## src/sv/pwm_duty_cycle_capture_core_assert.svh

```systemverilog
// Assertion macros for the PWM duty-cycle capture core.
// Included by the top level; expects clk and rst in scope.
`ifndef PWM_DUTY_CYCLE_CAPTURE_CORE_ASSERT_SVH
`define PWM_DUTY_CYCLE_CAPTURE_CORE_ASSERT_SVH
`ifndef ASSERT_OFF
// Same-cycle implication
`define PDC_ASSERT_NOW(lbl, ante, cons, msg) \
  lbl: assert property (@(posedge clk) disable iff (rst) (ante) |-> (cons)) else $error(msg);
// Next-cycle implication
`define PDC_ASSERT_NEXT(lbl, ante, cons, msg) \
  lbl: assert property (@(posedge clk) disable iff (rst) (ante) |=> (cons)) else $error(msg);
`else
`define PDC_ASSERT_NOW(lbl, ante, cons, msg)
`define PDC_ASSERT_NEXT(lbl, ante, cons, msg)
`endif
`endif

```

## src/sv/pdc_pkg.sv

```systemverilog
// Shared types and constants for the PWM duty-cycle capture core.
// No dependencies.
package pdc_pkg;

  localparam int TIMER_BITS = 16;
  localparam int STAMP_W    = 16;
  localparam int WRAP_W     = 16;
  localparam int TIME_W     = 32;
  localparam int DUTY_W     = 8;
  localparam int SCALE_W    = 7;
  localparam int PROD_W     = TIME_W + SCALE_W;
  localparam int CNT_W      = $clog2(PROD_W + 1);

  localparam logic [STAMP_W-1:0] STAMP_MASK =
    STAMP_W'((64'(1) << TIMER_BITS) - 64'(1));

  localparam logic [PROD_W-1:0] DUTY_SCALE     = PROD_W'(100);
  localparam logic [DUTY_W-1:0] DUTY_MAX       = 8'd100;
  localparam logic [DUTY_W-1:0] DUTY_NOT_READY = 8'd255;

  typedef enum logic [1:0] {
    OP_TICK    = 2'd0,
    OP_CAPTURE = 2'd1,
    OP_READ    = 2'd2,
    OP_NONE    = 2'd3
  } op_t;

  typedef enum logic [1:0] {
    PH_WAIT_RISE0 = 2'd0,
    PH_WAIT_FALL  = 2'd1,
    PH_WAIT_RISE1 = 2'd2,
    PH_DONE       = 2'd3
  } phase_t;

  // controller -> datapath
  typedef struct packed {
    logic load_item;
    logic mul_load;
    logic div_step;
    logic res_load;
    logic out_load;
  } pdc_cmd_t;

  // datapath -> controller
  typedef struct packed {
    logic div_needed;
    logic out_free;
  } pdc_stat_t;

endpackage

```

## src/sv/pdc_ctrl.sv

```systemverilog
// Controller FSM: accepts items, sequences multiply, divide and result hand-off.
// Depends on pdc_pkg.
module pdc_ctrl (
  input  logic                clk,
  input  logic                rst,
  input  logic                s_tvalid,
  input  pdc_pkg::op_t        in_op,
  input  pdc_pkg::pdc_stat_t  stat,
  output logic                s_tready,
  output pdc_pkg::pdc_cmd_t   cmd
);
  import pdc_pkg::*;

  typedef enum logic [2:0] {
    S_IDLE,
    S_MUL,
    S_DIV,
    S_SAT,
    S_EMIT
  } state_t;

  state_t             state;
  logic [CNT_W-1:0]   cnt;
  logic               accept;

  assign s_tready = (state == S_IDLE);
  assign accept   = s_tvalid && s_tready;

  // command decode
  always_comb begin
    cmd.load_item = accept;
    cmd.mul_load  = (state == S_MUL);
    cmd.div_step  = (state == S_DIV);
    cmd.res_load  = (state == S_SAT);
    cmd.out_load  = (state == S_EMIT) && stat.out_free;
  end

  // state and step counter
  always_ff @(posedge clk) begin
    if (rst) begin
      state <= S_IDLE;
      cnt   <= '0;
    end else begin
      case (state)
        S_IDLE: begin
          if (accept && in_op == OP_READ) begin
            state <= stat.div_needed ? S_MUL : S_EMIT;
          end
        end
        S_MUL: begin
          cnt   <= '0;
          state <= S_DIV;
        end
        S_DIV: begin
          cnt <= cnt + 1'b1;
          if (cnt == CNT_W'(PROD_W - 1)) begin
            state <= S_SAT;
          end
        end
        S_SAT: begin
          state <= S_EMIT;
        end
        S_EMIT: begin
          if (stat.out_free) begin
            state <= S_IDLE;
          end
        end
        default: begin
          state <= S_IDLE;
        end
      endcase
    end
  end

endmodule

```

## src/sv/pdc_dp.sv

```systemverilog
// Datapath: capture state, elapsed-time math, restoring divider, output register.
// Depends on pdc_pkg.
module pdc_dp (
  input  logic                       clk,
  input  logic                       rst,
  input  pdc_pkg::pdc_cmd_t          cmd,
  input  pdc_pkg::op_t               in_op,
  input  logic [pdc_pkg::STAMP_W-1:0] in_stamp,
  input  logic                       in_rising,
  input  logic                       m_tready,
  output pdc_pkg::pdc_stat_t         stat,
  output logic                       m_tvalid,
  output logic [pdc_pkg::DUTY_W-1:0] m_tdata
);
  import pdc_pkg::*;

  phase_t              phase;
  logic [STAMP_W-1:0]  start_stamp;
  logic [WRAP_W-1:0]   wrap_count;
  logic [TIME_W-1:0]   on_time;
  logic [TIME_W-1:0]   period_time;
  logic [PROD_W-1:0]   dividend;
  logic [TIME_W-1:0]   rem;
  logic [PROD_W-1:0]   quo;
  logic [DUTY_W-1:0]   res;

  logic [STAMP_W-1:0]  now;
  logic [TIME_W-1:0]   elapsed;
  logic [TIME_W:0]     rem_sh;
  logic [TIME_W:0]     rem_diff;

  // elapsed = now + wraps * 2^TIMER_BITS - start, mod 2^32
  assign now     = in_stamp & STAMP_MASK;
  assign elapsed = TIME_W'(now) + TIME_W'(48'(wrap_count) << TIMER_BITS)
                   - TIME_W'(start_stamp);

  // one restoring-division step
  assign rem_sh   = {rem, dividend[PROD_W-1]};
  assign rem_diff = rem_sh - {1'b0, period_time};

  assign stat.div_needed = (phase == PH_DONE) && (period_time != '0);
  assign stat.out_free   = !m_tvalid || m_tready;

  // capture state
  always_ff @(posedge clk) begin
    if (rst) begin
      phase       <= PH_WAIT_RISE0;
      start_stamp <= '0;
      wrap_count  <= '0;
      on_time     <= '0;
      period_time <= '0;
    end else if (cmd.load_item) begin
      case (in_op)
        OP_TICK: begin
          wrap_count <= wrap_count + 1'b1;
        end
        OP_CAPTURE: begin
          if (phase == PH_WAIT_RISE0 && in_rising) begin
            start_stamp <= now;
            wrap_count  <= '0;
            phase       <= PH_WAIT_FALL;
          end else if (phase == PH_WAIT_FALL && !in_rising) begin
            on_time <= elapsed;
            phase   <= PH_WAIT_RISE1;
          end else if (phase == PH_WAIT_RISE1 && in_rising) begin
            period_time <= elapsed;
            phase       <= PH_DONE;
          end
        end
        OP_READ: begin
          if (phase == PH_DONE) begin
            phase <= PH_WAIT_RISE0;
          end
        end
        default: begin
        end
      endcase
    end
  end

  // multiply, divide, saturate
  always_ff @(posedge clk) begin
    if (cmd.load_item) begin
      res <= DUTY_NOT_READY;
    end else if (cmd.res_load) begin
      res <= (quo > PROD_W'(DUTY_MAX)) ? DUTY_MAX : quo[DUTY_W-1:0];
    end
    if (cmd.mul_load) begin
      dividend <= PROD_W'(on_time) * DUTY_SCALE;
      rem      <= '0;
      quo      <= '0;
    end else if (cmd.div_step) begin
      dividend <= dividend << 1;
      if (!rem_diff[TIME_W]) begin
        rem <= rem_diff[TIME_W-1:0];
        quo <= {quo[PROD_W-2:0], 1'b1};
      end else begin
        rem <= rem_sh[TIME_W-1:0];
        quo <= {quo[PROD_W-2:0], 1'b0};
      end
    end
  end

  // output register
  always_ff @(posedge clk) begin
    if (rst) begin
      m_tvalid <= 1'b0;
    end else if (cmd.out_load) begin
      m_tvalid <= 1'b1;
    end else if (m_tready) begin
      m_tvalid <= 1'b0;
    end
  end

  always_ff @(posedge clk) begin
    if (cmd.out_load) begin
      m_tdata <= res;
    end
  end

endmodule

```

## src/sv/pwm_duty_cycle_capture_core.sv

```systemverilog
// PWM duty-cycle capture core, top level.
//
// Input channel s_*: one item per timer event. tuser[1:0] is the opcode
// (tick, capture, read), tuser[2] the edge polarity of a capture, tdata the
// 16-bit timer stamp. Ticks and captures leave the input open and give no result.
// A read gives one item on m_*: duty in percent (0..100) or 255 when no
// complete measurement exists or the period is zero.
// A read without a measurement passes through the emit state to the output register.
// A read with a measurement multiplies on-time by 100 in the multiply state,
// then runs a one-bit-per-cycle restoring divider over the 39-bit product
// and saturates the quotient to 100 before the emit state; the divider loop
// sets the read rate. One item is worked on at a time.
// The result sits in an output register; a stalled receiver holds it and the
// block takes no further item once a second result would be due.
// Synchronous active-high reset clears the capture state (waiting for the
// first rising edge), the overflow count and the output valid flag.
// Depends on pdc_pkg, pdc_ctrl, pdc_dp and the assertion macro header.
module pwm_duty_cycle_capture_core (
  input  logic        clk,
  input  logic        rst,
  input  logic        s_tvalid,
  output logic        s_tready,
  input  logic [15:0] s_tdata,   // [15:0] stamp
  input  logic [2:0]  s_tuser,   // [1:0] opcode, [2] edge_rising
  output logic        m_tvalid,
  input  logic        m_tready,
  output logic [7:0]  m_tdata    // [7:0] duty
);
  import pdc_pkg::*;

  `include "pwm_duty_cycle_capture_core_assert.svh"

  pdc_cmd_t  cmd;
  pdc_stat_t stat;
  op_t       in_op;

  assign in_op = op_t'(s_tuser[1:0]);

  pdc_ctrl u_ctrl (
    .clk      (clk),
    .rst      (rst),
    .s_tvalid (s_tvalid),
    .in_op    (in_op),
    .stat     (stat),
    .s_tready (s_tready),
    .cmd      (cmd)
  );

  pdc_dp u_dp (
    .clk       (clk),
    .rst       (rst),
    .cmd       (cmd),
    .in_op     (in_op),
    .in_stamp  (s_tdata[STAMP_W-1:0]),
    .in_rising (s_tuser[2]),
    .m_tready  (m_tready),
    .stat      (stat),
    .m_tvalid  (m_tvalid),
    .m_tdata   (m_tdata)
  );

  // results are a percentage or the not-ready code
  `PDC_ASSERT_NOW(a_duty_range, m_tvalid, (m_tdata <= DUTY_MAX || m_tdata == DUTY_NOT_READY), "duty out of range")
  // a read blocks the input channel while it is worked on
  `PDC_ASSERT_NEXT(a_read_busy, s_tvalid && s_tready && s_tuser[1:0] == OP_READ, !s_tready, "input open during read")
  // a fresh result only follows a busy period
  `PDC_ASSERT_NOW(a_result_after_read, $rose(m_tvalid), $past(!s_tready), "result without read")
  // ticks and captures never occupy the block
  `PDC_ASSERT_NEXT(a_event_single_cycle, s_tvalid && s_tready && s_tuser[1:0] != OP_READ, s_tready, "event stalled input")

endmodule

```

## config.mk

```make
export PLATFORM = sky130hd
export DESIGN_NAME = pwm_duty_cycle_capture_core
export DESIGN_NICKNAME = d
export VERILOG_FILES = /design/src/sv/pdc_pkg.sv /design/src/sv/pdc_ctrl.sv /design/src/sv/pdc_dp.sv /design/src/sv/pwm_duty_cycle_capture_core.sv
export VERILOG_INCLUDE_DIRS = /design/src /design/src/sv
export SDC_FILE = /design/constraint.sdc
export NUM_CORES = 1
export LEC_CHECK = 0
export BUFFER_PORTS_ARGS = -buffer_cell sky130_fd_sc_hd__buf_2
export CAP_MARGIN = 20
export CORE_ASPECT_RATIO = 1.2
export CORE_UTILIZATION = 64
export DETAILED_ROUTE_END_ITERATION = 12
export PLACE_DENSITY = 0.9
export REMOVE_ABC_BUFFERS = 1
export SLEW_MARGIN = 5
export SYNTH_ARGS = -nofsm -noshare
export SYNTH_HDL_FRONTEND = slang
export SYNTH_SLANG_ARGS = --single-unit
```

## constraint.sdc

```tcl
create_clock -name clk -period 5.4 [get_ports clk]
set_input_delay 0.54 -clock clk [delete_from_list [all_inputs] [get_ports clk]]
set_output_delay 0.54 -clock clk [all_outputs]
set_load 0.02 [all_outputs]
```

## Word level (Yosys, flattened, before mapping)

Index checks and enable logic that the tools add are counted.

- Add/sub/neg operators: 5
- Multiply operators: 1
- $lt $le $gt $ge: 1
- Eq/ne operators: 16
- Mux-type cells: 20
- Bitwise operators: 2
- Reductions and logical operators: 24

Operators by type and width:

| kind | number |
|---|---|
| $mux 39 | 2 |
| $gt 39x7->1 const B | 1 |
| $mul 32x5->37 const B | 1 |
| $sub 33x32->33 | 1 |
| $add 16x32->32 | 1 |
| $mux 32 | 1 |
| $pmux 16 s2 | 1 |
| $reduce_bool 32->1 | 1 |
| $sub 32x16->32 | 1 |
| $add 16x1->16 const B | 1 |
| $mux 16 | 1 |
| $pmux 3 s5 | 1 |
| $mux 3 | 4 |
| $pmux 6 s2 | 1 |
| $reduce_and 3->1 | 3 |
| $mux 2 | 4 |
| $mux 8 | 1 |
| $ne 2x1->1 const B | 4 |
| $reduce_and 4->1 | 2 |
| $reduce_bool 2->1 | 4 |
| $logic_and 1x1->1 | 7 |
| $add 6x1->6 const B | 1 |
| $eq 2x2->1 const B | 3 |
| $eq 3x2->1 const B | 2 |
| other kinds (14) | 20 |

- Register bits: 232
- Input port bits: 23

## Logic depth before layout (Yosys ltp)

Gate-level depths: netlist (run 1).

- Depth in word-level cells: 6
- Depth in mapped cells: 17

## Hierarchy

Synthesis (run 1) repeated with hierarchy kept, for this count alone.

- Cells, all modules: 1785
- Area, all modules: 15547.4 um^2

By module, submodules not included:

| module | instances | cells an instance | area an instance (um^2) | seq. area each (um^2) |
|---|---|---|---|---|
| pdc_dp | 1 | 1722 | 14989.4 | 4914.7 |
| pdc_ctrl | 1 | 63 | 558.0 | 180.2 |

## Least setup slack after synthesis (run 1)

Ideal clock, no wire load.

- Kind: reg-to-reg
- Start point: reg u_dp.on_time[8]
- End point: reg u_dp.dividend[36], data pin
- Library setup time: 256 ps
- Arrival: 3583 ps
- Path slack: 1561 ps
- Stages on the path, launching flop included: 16
- Buffers on the path: 0
- Period minus slack after synthesis: 3839 ps
- Cell sequence: dfxtp_1 -> ha_1 -> ha_1 -> inv_1 -> fa_1 -> inv_1 -> ha_1 -> a2111o_1 -> a21oi_1 -> o31ai_1 -> nand2_1 -> a31oi_4 -> a21oi_1 -> a2111oi_2 -> or3_1 -> a31o_2

- Cells in the longest elaborated chain, start to end: 2

Ends and longest elaborated chain:

| element | line | text |
|---|---|---|
| from (decl) | pdc_dp.sv:20 | `logic [TIME_W-1:0] on_time;` |
| from (signal assigned) | pdc_dp.sv:63 | `on_time <= elapsed;` |
| $mul 32x5->37 | pdc_dp.sv:89 | `dividend <= PROD_W'(on_time) * DUTY_SCALE;` |
| $mux 39 | pdc_dp.sv:88 | `if (cmd.mul_load) begin` |
| to (signal assigned) | pdc_dp.sv:89 |  |
| to (signal assigned) | pdc_dp.sv:93 | `dividend <= dividend << 1;` |
| to (decl) | pdc_dp.sv:22 | `logic [PROD_W-1:0] dividend;` |

Every way passes these cells.
A chain may end at the register's enable or synchronous reset.

## Final worst setup path (run 1)

- Start point: reg u_dp.on_time[8]
- End point: reg u_dp.dividend[38], data pin

The elaborated chain is that of the path after synthesis.

==> results of run 1 <==
worst max-delay path, cell delays in order (launching register included):
cell and delay, ns:
dfxtp_1 0.41, ha_1 0.27, ha_1 0.28, inv_1 0.05
fa_1 0.51, inv_1 0.04, ha_1 0.37, a2111o_1 0.39
a21oi_1 0.23, o31ai_1 0.16, a41oi_1 0.33, o21ai_0 0.17
a31oi_1 0.36, o21ai_0 0.17, nor4_1 0.27, nor3_1 0.10
power groups by stage:
| stage | clock, uW | combinational (uW) | sequential [uW] |
|---|---|---|---|
| final | 1730 | 1100 | 1810 |
| after global routing | 1820 | 1200 | 1810 |
| after CTS | 1750 | 1090 | 1810 |
| after detailed placement | 0 | 1080 | 1850 |
| after global placement | 0 | 1050 | 1840 |
| after floorplan | 0 | 870 | 1840 |
worst paths after layout:
check | startpoint | endpoint | slack [ns]
max reg2reg | u_dp.on_time[8]$_SDFFE_PP0P_ | u_dp.dividend[38]$_DFFE_PP_ | 1.04
min | s_tdata[6] | u_dp.start_stamp[6]$_SDFFE_PP0P_ | 0.25
min reg2reg | u_dp.res[7]$_SDFFE_PP1N_ | u_dp.m_tdata[7]$_DFFE_PP_ | 0.45
max | u_dp.on_time[8]$_SDFFE_PP0P_ | u_dp.dividend[38]$_DFFE_PP_ | 1.04
state kept, by name (all words and copies together) (netlist names):
name	count
u_dp.m_tdata	8
u_dp.m_tvalid	1
u_dp.wrap_count	16
u_dp.quo	39
u_dp.res	8
u_dp.period_time	32
u_dp.dividend	37
u_ctrl.state	3
u_dp.start_stamp	16
u_dp.rem	32
u_dp.phase	2
u_dp.on_time	32
u_ctrl.cnt	6
layout by cell type (no fill, tap or decap), types with 45 or more instances in the layout:
cell      count
nand2_1     278
inv_1       199
dfxtp_1     187
ha_1        156
a21oi_1     152
nor2_1      125
o21ai_0      91
xnor2_1      56
a211oi_1     45
edfxtp_1     45
final cells by class:
class                      count  area share
tap                          315      0.0241
inverter                     199      0.0458
multi-input combinational   1314       0.551
timing repair buffer          43      0.0161
clock buffer                  32      0.0437
sequential                   232       0.312
clock inverter                11     0.00751
through the flow:
stage	instance area [sq um]	util	hold slack [ns]	power [uW]
after global routing	16300	0.706	0.252	4830
final	16300	0.706	0.252	4640
after floorplan	14800	-	0.408	2710
after detailed placement	15500	0.669	0.417	2920
after CTS	16300	0.705	0.236	4650
after global placement	15400	0.668	0.415	2900
layer usage:
metal,vias to the layer above,GRT usage,share of wire
li1,6221,-,-
met1,6147,0.357,0.42
met2,342,0.516,0.50
met3,105,0.0343,0.043
met4,0,0.132,0.040
met5,-,0,0
cell families after synthesis:
family,Yosys count,synth area share
AOI/OAI and AO/OA,435,0.182
adders and majority gates,185,0.168
xor gates and xnor gates,93,0.0540
and+or+nand+nor,567,0.167
buffers and inverters,267,0.0684
DFF,232,0.338
muxes,34,0.0235
==> impl_metrics.tcl, run 1 <==
set metrics [dict create \
    outcome "finished, final reports clean" \
    wl_per_cell_um 16.0 \
    drtAntennaViolNets 0 \
    wirelength_um 34300 \
    synthArstFlopShare 0 \
    layout-drive-gt1-share 0.0617 \
    finClkSkew_ns 0.0221 \
    synthTopCellsByArea "dfxtp_1 (25%), ha_1 (13%), edfxtp_1 (9.0%)" \
    leakagePower_uw 0.00712 \
    synth_common_cells "nand2_1 (278), inv_1 (199), dfxtp_1 (187)" \
    min_period_ns 4.36 \
    clock-sinks 232 \
    p_sw_frac 0.296 \
    synthCells 1813 \
    gp_congestion 0.959 \
    cts_buffers 24 \
    ctsResizeCount 0 \
    yosysTopAreaCell "dfxtp_1" \
    die_h_um 170 \
    row_count 61 \
    area_growth_pct 8.17 \
    multi_input_area_sq_um 8990 \
    track_usage 0.293 \
    p_switching_uw 1370 \
    relSlewSlack 0.358 \
    cts_tree "yes" \
    grt_max_degree 54 \
    pwr-share-seq 0.390 \
    hold_buffers 0 \
    crit_type "reg -> reg" \
    overflow 0 \
    viasPerCell 5.97 \
    hold_violations 0 \
    tns_ns 0 \
    worstRegToRegCells 15 \
    cp-start-kind "flop" \
    synth_seq_cells 232 \
    final_nets 2022 \
    numPortBuffers 32 \
    synth_edf_count 45 \
    cts.clk_slew.worst_paths_ns 0.06 \
    core_sq_um 23100 \
    seq_area_sq_um 5090 \
    hp-class "in -> reg" \
    end_kind "flop" \
    first_pass_iters 5 \
    drc_errors 0 \
    syn_avg_cell_area_sq_um 8.32 \
    maxCapViolCount 0 \
    die_width_um 142 \
    yosysWarnings 0 \
    grt_setup_unrepaired "false" \
    htree_levels 1 \
    post-place-ws_ns 1.13 \
    syn_area_sq_um 15100 \
    tightest_slew_ns 0.962 \
    hpwlAfterDp_um 24700 \
    cts_max_path_buffers 3 \
    post-cts-setup-buffer-count 0 \
    grt_pass1_wl_um 58100 \
    final_cells 2146 \
    synth_most_common_cell "nand2_1" \
    combPwrFrac 0.237 \
    antenna_cells 0 \
    internal_power_uw 3260 \
    fin_crit_sh 0.808 \
    die-area_sq_um 24200 \
    grt_pass1_vias 12700 \
    num_vias 12800 \
    seq_area_frac_synth 0.338 \
    grt_antenna_before_repair 0 \
    yosysTopAreaCellShare 0.248 \
    maxSlewViolCount 0 \
    powerDensity_nw_per_um2 284 \
    worst_ep_required_time_ns 5.68 \
    fmax_mhz 229 \
    arrival_ns 4.64 \
    cts-root-buf "clkbuf_16" \
    clkPwrFrac 0.373 \
    min_path_cells 3 \
    clk_latency_ns 0.55 \
    synth.distinct_cells 77 \
    cp_max_fo 6 \
    max-vdd-ir-drop_uv 321 \
    dp.cells 2101 \
    io-pin-count 33 \
    setup_ws_ns 1.04 \
    fillerInstances 1654 \
    drtIter0Drc 1018 \
    setup_violations 0 \
    start_util 0.653 \
    ys.flop_type "dfxtp_1" \
]
No activity file was read; power rests on OpenSTA's default activity.
==> inputs of run 2 (changes only) <==
--- a/config.mk
+++ b/config.mk
@@ -9,9 +9,9 @@
 export BUFFER_PORTS_ARGS = -buffer_cell sky130_fd_sc_hd__buf_2
 export CAP_MARGIN = 20
 export CORE_ASPECT_RATIO = 1.2
-export CORE_UTILIZATION = 64
+export CORE_UTILIZATION = 58
 export DETAILED_ROUTE_END_ITERATION = 12
-export PLACE_DENSITY = 0.9
+export PLACE_DENSITY = 0.87
 export REMOVE_ABC_BUFFERS = 1
 export SLEW_MARGIN = 5
 export SYNTH_ARGS = -nofsm -noshare
==> constraint.sdc (replaced) <==
create_clock -name clk -period 3.55 [get_ports clk]
set_input_delay 0.355 -clock clk [delete_from_list [all_inputs] [get_ports clk]]
set_output_delay 0.355 -clock clk [all_outputs]
set_load 0.02 [all_outputs]
==> impl_metrics.tcl, run 2 (synthesized netlist as in run 1, its figures left out) <==
set metrics [dict create \
    drc_errors 0 \
    arrival_ns 4.36 \
    die_h_um 179 \
    crit_start "u_dp.on_time[6]$_SDFFE_PP0P_" \
    fmax_mhz 246 \
    min_period_ns 4.07 \
    cts_buffers 24 \
    seq_area_sq_um 5140 \
    cts_max_path_buffers 3 \
    clk_latency_ns 0.54 \
    setup_violations 22 \
    largest_reg_flops 39 \
    cp-start-kind "flop" \
    wirelength_um 47100 \
    hold_violations 0 \
    area_growth_pct 19.3 \
    powerDensity_nw_per_um2 406 \
    row_count 64 \
    hpwlAfterDp_um 26000 \
    leakagePower_uw 0.00764 \
    maxSlewViolCount 0 \
    cts-root-buf "clkbuf_16" \
    final_common_cell "nand2_1" \
    top_regs "u_dp.quo (39), u_dp.dividend (37)" \
    gp_congestion 0.902 \
    final_nets 2138 \
    cp_common_cell "ha_4" \
    die-area_sq_um 26700 \
    fin_crit_sh 1.15 \
    start_util 0.591 \
    relSlewSlack 0.408 \
    placed_area_sq_um 16100 \
    outcome "complete, but fails checks" \
    tns_ns -5.99 \
    fin_util 0.705 \
    setup_ws_ns -0.521 \
    hp-class "in -> reg" \
    crit_type "reg -> reg" \
    io-pin-count 33 \
    end_kind "flop" \
    cp_max_fo 3 \
    hold_buffers 0 \
    max-vdd-ir-drop_uv 485 \
    grt_pass1_vias 14200 \
    worst_ep_required_time_ns 3.84 \
    grt_max_degree 54 \
    grt_antenna_before_repair 1 \
    p_total_uw 7310 \
    track_usage 0.332 \
    rrSetupSlack_ns -0.52 \
    crit_chain "ha_4 > ha_4 > inv_4 > fa_2 > inv_2 > ha_4 > a21oi_4 > nand2_2 > a21oi_2 > o31ai_1 > buf_4 > nand2_4 > a31oi_4 > a21oi_4 > a2111oi_4 > or3_1 > a31o_2" \
    most-common-layout-cells "nand2_1 (273), inv_1 (182), dfxtp_1 (173)" \
    maxCapViolCount 0 \
    die_width_um 149 \
    grt_pass1_wl_um 69900 \
    cts.clk_slew.worst_paths_ns 0.06 \
    drtIter0Drc 1717 \
    first_pass_iters 10 \
    multi_input_area_sq_um 9730 \
    r2r_start "u_dp.on_time[6]$_SDFFE_PP0P_" \
    numPortBuffers 32 \
    viasPerCell 6.44 \
    regMostFlops "u_dp.quo" \
    cp_slowest_cell "fa_2" \
    overflow 0 \
    tightest_slew_ns 0.887 \
    finClkSkew_ns 0.0101 \
    hp-start "s_tdata[0]" \
    grt_setup_unrepaired "true" \
    drtAntennaViolNets 0 \
    violations "negative setup slack" \
    layout-drive-gt1-share 0.175 \
    htree_levels 1 \
    antenna_cells 0 \
    clock-sinks 232 \
    num_vias 14700 \
    slowest_delay_ns 0.65 \
    core_sq_um 25500 \
    final_cell_area_sq_um 18000 \
    wl_per_cell_um 20.7 \
    fillerInstances 1576 \
    cts_tree "yes" \
]
## run 2: cell types whose count changed in the layout (fill, tap and decap cells not counted), sizes merged
cell	change
clkinv	-3
clkbuf	+5
clkinvlp	-1
inv	-1
buf	+116
## run 2: report_power, final
part,total (uW),internal [uW],switching [uW]
logic,2010,970,1040
registers,2740,2700,37.9
clock network,2560,1470,1090
## run 2: repair_timing
item	CTS	global route
setup buffers	18	16
resized for setup	126	45
gates cloned	0	0
pin swaps	72	38
hold endpoints to repair	0	0
endpoints found under the setup margin	18	39
## run 2: worst max-delay path, delay by kind of cell (launching register included)
family          cells  cell delay, ns
simple gates        3            0.49
compound gates      7            1.17
fa+ha+maj           4            1.46
buf+inv             3            0.32
flops               1            0.37
## run 2: per-layer routing
layer  track usage  share of wire  up-vias
li1              -              -     6462
met1         0.363           0.34     6837
met2         0.575           0.47     1002
met3        0.0679           0.10      372
met4         0.229          0.090        2
met5             0        0.00032        -
## run 2: cell type report
class                      instances  share of cell area
multi-input combinational       1314               0.541
sequential                       232               0.286
timing repair buffer             159              0.0647
inverter                         199              0.0416
clock buffer                      37              0.0398
tap                              330              0.0229
clock inverter                     6             0.00417
## run 2: path summary, 6_finish.rpt
| path | end | depth (start not counted) |
|---|---|---|
| setup / recovery | u_dp.dividend[36]$_DFFE_PP_ | 17 |
| hold / removal | u_dp.start_stamp[0]$_SDFFE_PP0P_ | 3 |
| setup reg to reg | u_dp.dividend[36]$_DFFE_PP_ | 17 |
| hold reg to reg | u_dp.m_tdata[2]$_DFFE_PP_ | 0 |
## run 2: per-stage QoR
stage / setup WS (ns) / cells / hold WS, ns
4_1_cts: -0.205 / 2261 / 0.0628
3_3_place_gp: -0.466 / 2201 / 0.419
3_5_place_dp: -0.619 / 2201 / 0.423
5_1_grt: -0.604 / 2277 / 0.0746
2_1_floorplan: -2.63 / 1745 / 0.408
6_report: -0.521 / 2277 / 0.0643
